<file path="config.mk">
export PLATFORM = sky130hd
export DESIGN_NAME = smeng_ctrl
export DESIGN_NICKNAME = d
export VERILOG_FILES = /design/src/hdl/smeng_pkg.sv /design/src/hdl/smeng_ctrl.sv
export SDC_FILE = /design/constraint.sdc
export NUM_CORES = 1
export LEC_CHECK = 0
export BUFFER_PORTS_ARGS = -buffer_cell sky130_fd_sc_hd__buf_2
export CAP_MARGIN = 20
export CORE_UTILIZATION = 60
export DETAILED_ROUTE_END_ITERATION = 7
export PLACE_DENSITY_LB_ADDON = 0.3
export REMOVE_ABC_BUFFERS = 1
export SYNTH_ARGS = -nofsm -noshare
export SYNTH_HDL_FRONTEND = slang
export SYNTH_SLANG_ARGS = --single-unit
</file>
<file path="constraint.sdc">
create_clock -name aclk -period 5.75 [get_ports aclk]
set_input_delay 1.15 -clock aclk [delete_from_list [all_inputs] [get_ports aclk]]
set_output_delay 1.15 -clock aclk [all_outputs]
set_load 0.01 [all_outputs]
</file>
<file path="src/hdl/smeng_pkg.sv">
// ----------------------------------------------------------------------------
// smeng_pkg
// Shared codes, state encoding and control bundle of the scratchpad engine.
// ----------------------------------------------------------------------------
package smeng_pkg;

    localparam logic [2:0] CMD_WRITE = 3'd0;
    localparam logic [2:0] CMD_READ  = 3'd1;
    localparam logic [2:0] CMD_MM    = 3'd2;
    localparam logic [2:0] CMD_BF    = 3'd3;
    localparam logic [2:0] CMD_FENCE = 3'd4;

    localparam logic [1:0] ST_DONE    = 2'd0;
    localparam logic [1:0] ST_ILLEGAL = 2'd1;
    localparam logic [1:0] ST_RANGE   = 2'd2;

    localparam int FIELD_W = 10;

    typedef enum logic [15:0] {
        S_CLEAR     = 16'h0001,
        S_IDLE      = 16'h0002,
        S_DECODE    = 16'h0004,
        S_ELEM_RD   = 16'h0008,
        S_ELEM_DO   = 16'h0010,
        S_ROW_RDA   = 16'h0020,
        S_ROW_RDB   = 16'h0040,
        S_ROW_LDB   = 16'h0080,
        S_ROW_INIT  = 16'h0100,
        S_COL_START = 16'h0200,
        S_K_RD      = 16'h0400,
        S_K_MUL     = 16'h0800,
        S_K_ACC     = 16'h1000,
        S_COL_WR    = 16'h2000,
        S_ROW_WR    = 16'h4000,
        S_FINISH    = 16'h8000
    } state_t;

    typedef enum logic [1:0] {
        WSRC_ZERO = 2'd0,
        WSRC_DST  = 2'd1,
        WSRC_ELEM = 2'd2
    } wsrc_t;

    typedef struct packed {
        logic  rd_en;
        logic  wr_en;
        wsrc_t wr_src;
        logic  ld_arow;
        logic  ld_brow;
        logic  dst_init;
        logic  acc_clr;
        logic  mul_en;
        logic  acc_add;
        logic  col_wr;
        logic  elem_cap;
        logic  out_load;
        logic  out_rd;
        logic  a_is_dst;
        logic  b_is_dst;
        logic  bf;
    } ctl_t;

endpackage

</file>
<file path="src/hdl/smeng_ctrl.sv">
// ----------------------------------------------------------------------------
// smeng_ctrl
// Command sequencer: decode, range checks, row/column/term loops, clear sweep.
// ----------------------------------------------------------------------------
module smeng_ctrl #(
    parameter int DIM     = 16,
    parameter int SP_ROWS = 1024,
    parameter int RW      = 10,
    parameter int CW      = 4
) (
    input  logic                 aclk,
    input  logic                 aresetn,
    input  logic                 cmd_valid,
    output logic                 cmd_ready,
    input  logic [2:0]           cmd,
    input  logic [9:0]           row_a,
    input  logic [9:0]           row_b,
    input  logic [9:0]           row_dst,
    input  logic [9:0]           count,
    input  logic [3:0]           col,
    input  logic [7:0]           write_value,
    input  logic                 out_free,
    output smeng_pkg::ctl_t      ctl,
    output logic [RW-1:0]        rd_addr,
    output logic [RW-1:0]        wr_addr,
    output logic [CW-1:0]        k_idx,
    output logic [CW-1:0]        c_idx,
    output logic [7:0]           elem_val,
    output logic [1:0]           out_status
);
    import smeng_pkg::*;

    localparam int SW = ((RW > FIELD_W) ? RW : FIELD_W) + 2;
    localparam logic [SW-1:0] SPR  = SW'(SP_ROWS);
    localparam logic [SW-1:0] DIMS = SW'(DIM);
    localparam logic [CW-1:0] LAST = CW'(DIM - 1);

    state_t state_reg, state_next;
    logic [2:0]    cmd_reg;
    logic [9:0]    ra_reg, rb_reg, rd_reg, n_reg, i_reg, i_next;
    logic [3:0]    col_reg;
    logic [7:0]    wv_reg;
    logic [1:0]    st_reg, st_next;
    logic [CW-1:0] k_reg, k_next, c_reg, c_next;
    logic [RW-1:0] clr_reg, clr_next;
    logic          bf;
    logic [SW-1:0] a_row, b_row_mm, b_row_bf, d_row, bend;
    logic          bad_range, elem_bad;

    assign bf       = (cmd_reg == CMD_BF);
    assign a_row    = SW'(ra_reg) + SW'(i_reg);
    assign d_row    = SW'(rd_reg) + SW'(i_reg);
    assign b_row_mm = SW'(rb_reg) + SW'(k_reg);
    assign b_row_bf = SW'(rb_reg) + SW'(i_reg);
    assign bend     = SW'(rb_reg) + (bf ? SW'(n_reg) : DIMS);
    assign bad_range = (SW'(ra_reg) + SW'(n_reg) > SPR) || (SW'(rd_reg) + SW'(n_reg) > SPR)
                     || (bend > SPR);
    assign elem_bad  = (SW'(ra_reg) >= SPR) || (int'(col_reg) >= DIM);

    assign cmd_ready  = (state_reg == S_IDLE);
    assign elem_val   = wv_reg;
    assign out_status = st_reg;
    assign k_idx      = k_reg;

    always_ff @(posedge aclk) begin
        if (!aresetn) begin
            state_reg <= S_CLEAR;
            clr_reg   <= '0;
            i_reg     <= '0;
            k_reg     <= '0;
            c_reg     <= '0;
            st_reg    <= ST_DONE;
        end else begin
            state_reg <= state_next;
            clr_reg   <= clr_next;
            i_reg     <= i_next;
            k_reg     <= k_next;
            c_reg     <= c_next;
            st_reg    <= st_next;
        end
    end

    always_ff @(posedge aclk) begin
        if (cmd_valid && cmd_ready) begin
            cmd_reg <= cmd;
            ra_reg  <= row_a;
            rb_reg  <= row_b;
            rd_reg  <= row_dst;
            n_reg   <= count;
            col_reg <= col;
            wv_reg  <= write_value;
        end
    end

    always_comb begin
        state_next = state_reg;
        clr_next   = clr_reg;
        i_next     = i_reg;
        k_next     = k_reg;
        c_next     = c_reg;
        st_next    = st_reg;
        ctl        = '0;
        ctl.bf     = bf;
        ctl.a_is_dst = (ra_reg == rd_reg);
        ctl.b_is_dst = bf ? (rb_reg == rd_reg) : (b_row_mm == d_row);
        rd_addr    = a_row[RW-1:0];
        wr_addr    = d_row[RW-1:0];
        c_idx      = c_reg;
        case (state_reg)
            S_CLEAR: begin
                ctl.wr_en  = 1'b1;
                ctl.wr_src = WSRC_ZERO;
                wr_addr    = clr_reg;
                clr_next   = clr_reg + 1'b1;
                if (clr_reg == RW'(SP_ROWS - 1)) begin
                    state_next = S_IDLE;
                end
            end
            S_IDLE: begin
                if (cmd_valid) begin
                    state_next = S_DECODE;
                end
            end
            S_DECODE: begin
                st_next    = ST_DONE;
                i_next     = '0;
                state_next = S_FINISH;
                case (cmd_reg)
                    CMD_WRITE, CMD_READ: begin
                        if (elem_bad) begin
                            st_next = ST_RANGE;
                        end else begin
                            state_next = S_ELEM_RD;
                        end
                    end
                    CMD_MM, CMD_BF: begin
                        if (n_reg != '0) begin
                            if (bad_range) begin
                                st_next = ST_RANGE;
                            end else begin
                                state_next = S_ROW_RDA;
                            end
                        end
                    end
                    CMD_FENCE: begin
                        st_next = ST_DONE;
                    end
                    default: begin
                        st_next = ST_ILLEGAL;
                    end
                endcase
            end
            S_ELEM_RD: begin
                ctl.rd_en  = 1'b1;
                rd_addr    = RW'(ra_reg);
                state_next = S_ELEM_DO;
            end
            S_ELEM_DO: begin
                c_idx   = CW'(col_reg);
                wr_addr = RW'(ra_reg);
                if (cmd_reg == CMD_WRITE) begin
                    ctl.wr_en  = 1'b1;
                    ctl.wr_src = WSRC_ELEM;
                end else begin
                    ctl.elem_cap = 1'b1;
                end
                state_next = S_FINISH;
            end
            S_ROW_RDA: begin
                ctl.rd_en  = 1'b1;
                state_next = S_ROW_RDB;
            end
            S_ROW_RDB: begin
                ctl.ld_arow = 1'b1;
                if (bf) begin
                    ctl.rd_en  = 1'b1;
                    rd_addr    = b_row_bf[RW-1:0];
                    state_next = S_ROW_LDB;
                end else begin
                    state_next = S_ROW_INIT;
                end
            end
            S_ROW_LDB: begin
                ctl.ld_brow = 1'b1;
                state_next  = S_ROW_INIT;
            end
            S_ROW_INIT: begin
                ctl.dst_init = 1'b1;
                c_next       = bf ? CW'(1) : '0;
                state_next   = S_COL_START;
            end
            S_COL_START: begin
                ctl.acc_clr = 1'b1;
                k_next      = bf ? CW'(1) : '0;
                state_next  = bf ? S_K_MUL : S_K_RD;
            end
            S_K_RD: begin
                ctl.rd_en  = 1'b1;
                rd_addr    = b_row_mm[RW-1:0];
                state_next = S_K_MUL;
            end
            S_K_MUL: begin
                ctl.mul_en = 1'b1;
                state_next = S_K_ACC;
            end
            S_K_ACC: begin
                ctl.acc_add = 1'b1;
                k_next      = k_reg + 1'b1;
                if (k_reg == LAST) begin
                    state_next = S_COL_WR;
                end else begin
                    state_next = bf ? S_K_MUL : S_K_RD;
                end
            end
            S_COL_WR: begin
                ctl.col_wr = 1'b1;
                c_next     = c_reg + 1'b1;
                state_next = (c_reg == LAST) ? S_ROW_WR : S_COL_START;
            end
            S_ROW_WR: begin
                ctl.wr_en  = 1'b1;
                ctl.wr_src = WSRC_DST;
                i_next     = i_reg + 1'b1;
                state_next = (i_reg == n_reg - 1'b1) ? S_FINISH : S_ROW_RDA;
            end
            S_FINISH: begin
                if (out_free) begin
                    ctl.out_load = 1'b1;
                    ctl.out_rd   = (cmd_reg == CMD_READ) && (st_reg == ST_DONE);
                    state_next   = S_IDLE;
                end
            end
            default: begin
                state_next = S_IDLE;
            end
        endcase
    end

endmodule

</file>
==> reports/summary.txt <==
status: finished clean
Mapped Avg Cell Area: 9.303 sq um
max reg flops: 16
Clock Latency Late Sink: 360 ps
drt wl/cell: 19.09 microns
P per Cell Area: 181.1 nW/um^2
Cells after DPL: 1089
Detailed Route Iter0 Violations: 772
Yosys top cell by area: edfxtp_1
Top FF cell, synth: edfxtp_1
Layout area overhead: 13.58%
Synth top cells by count: ha_1, nor2_1, a21oi_1
share of cells above drive strength 1: 17.50%
top routing layer used: met4
Antenna Nets Post-Route: 0
WP buf/inv: 1
CP endpoint kind: output port
first-pass GRT wire length: 33400 microns
Via Count: 7116
Mapped Area: 7647 sq um
Hold WC Path Type: reg -> reg
Die Width: 114.9 microns
Worst-path clk slew: 70 ps
cts hold-fix bufs: 0
leak pwr: 0.003700 uW
crit share post-route: 80.82%
Metal-1 WL: 8565 microns
Reg2Reg Setup Slack: 1600 ps
CORE AREA: 12210 sq um
crit path max fanout: 4
Syn Inst Count: 822
asr flop ratio synth: 0%
CP top delay family: compound AO/OA/AOI/OAI gates
ANT cells: 0
highest-delay cell along the critical path: edfxtp_1
final WL: 21100 microns
Startpoint Class: register
vias per inst: 6.440
CP required: 4600 ps
Synth top area share: 21.60%
drt drc: 0
root buf cell: clkbuf_16
CTS tree: built
met2 wire len: 9475 microns
routability cong.: 0.9412
Max transition margin: 56.51%
port bufs: 114
Die Span Y: 114.9 microns
largest net degree at the start of global routing: 44
Worst path max stage delay: 480 ps
Initial Util: 62.62%
DP Wirelength: 15860 microns
Post-layout nets: 1066
wire length on met3: 2054 microns
Area contributors post-synth: edfxtp_1, dfxtp_1, ha_1
initial antenna violation count: 0
Max IR drop VDD: 0.0001895 V
total track usage: 33.20%
Yosys Warn Count: 0
Die ar.: 13200 sq um
max-cap viol count: 0
CTS Buffer Depth: 2
RSZ-0062 raised after global routing: false
clk sinks: 101
Hold Vio Cnt, Final: 0
row cnt: 40
Final setup violation count: 0
Finished Layout Cells: 1105
router iterations before antenna repair: 8
final worst path period need: 4647 ps
worst-path cell chain: ha_1 -> fa_1 -> a211oi_1 -> o21ai_1 -> o211ai_1 -> o2bb2ai_1 -> xnor2_1 -> and2_1 -> o211a_1 -> o311ai_1 -> o21ai_0 -> buf_2
Synth cell types: 77
PostCTS Resize Cnt: 0
synthesized flop and latch total: 101
Post-CTS Setup Repair Bufs: 0
Least-Margin Pin Slew: 648.8 ps
number of global-route vias before repair: 6666
setup TNS: 0 ps
post-synthesis sequential area ratio: 33.64%
Final Skew: 8.569 ps
WP data arrival: 3500 ps
max frequency: 215.2 MHz
Post-synth EDFFs: 55
H-Tree Depth: 3
CTS Buf Count: 9
Worst Setup Path Type: reg -> out
Slew Limit Fails: 0
Top Ports: 115
remaining global-route overflow: 0
==> per-layer routing <==
layer | vias up | track usage, %
met2 | 395 | 51.41
met1 | 3324 | 42.12
li1 | 3310 | -
met4 | 0 | 20.00
met5 | - | 0
met3 | 87 | 8.065
==> path summary, 6_finish.rpt <==
check	to	cells past startpoint	start
min	out_status[0]$_SDFFE_PN0P_	2	out_status[0]$_SDFFE_PN0P_
max	ctl[1]	12	rd_reg[0]$_DFFE_PP_
max reg2reg	state_reg[15]$_SDFFE_PN0P_	15	cmd_reg[2]$_DFFE_PP_
min reg2reg	out_status[0]$_SDFFE_PN0P_	2	out_status[0]$_SDFFE_PN0P_
==> logic make-up after synthesis <==
logic type	synth area share, %
DFF	33.64
AOI/OAI and AO/OA	18.98
buffers and inverters	2.569
muxes	1.129
and+or+nand+nor	20.08
xor gates and xnor gates	10.65
adders and majority gates	12.96
==> worst min-delay path, stage by stage, from the launching register on <==
cell,delay (ps)
dfxtp_1,330
nand2_1,60
a21oi_1,50
==> power by group <==
group	internal [uW]	switching [uW]
Sequential	771	15.4
Combinational	64.1	81.5
Clock	364	277
Total	1200	374
==> cell type report <==
type                            instances  area, sq um
Clock buffer                           12        256.5
Clock inverter                          4        56.30
Fill cell                            1016         3526
Inverter                               26        97.59
Multi-Input combinational cell        675         4885
Sequential cell                       101         2572
Tap cell                              168        210.2
Timing Repair Buffer                  119        608.1
==> through the flow <==
stage / instance area, sq um / hold slack [ps] / worst slack, ps / total power, uW / util, %
after floorplan: 7548 / 466.3 / 1730 / 883.7 / -
after global placement: 8373 / 463.4 / 1677 / 944.1 / 68.57
after detailed placement: 8373 / 473.6 / 1576 / 945.5 / 68.57
after CTS: 8686 / 484.3 / 1166 / 1576 / 71.13
after global routing: 8686 / 511.8 / 844.3 / 1619 / 71.13
final: 8686 / 481.2 / 1103 / 1573 / 71.13
==> layout by cell type, fill, tap and decap left out, types with 18 or more instances in the layout <==
cell type and n:
nand2_1 49, xnor2_1 58, buf_2 114, inv_1 20
xor2_1 35, a21oi_1 62, o21ai_0 34, nand3_1 18
nor2_1 68, dfxtp_1 46, ha_1 68, and3_1 21
edfxtp_1 55
No activity file was read; power rests on OpenSTA's default activity.
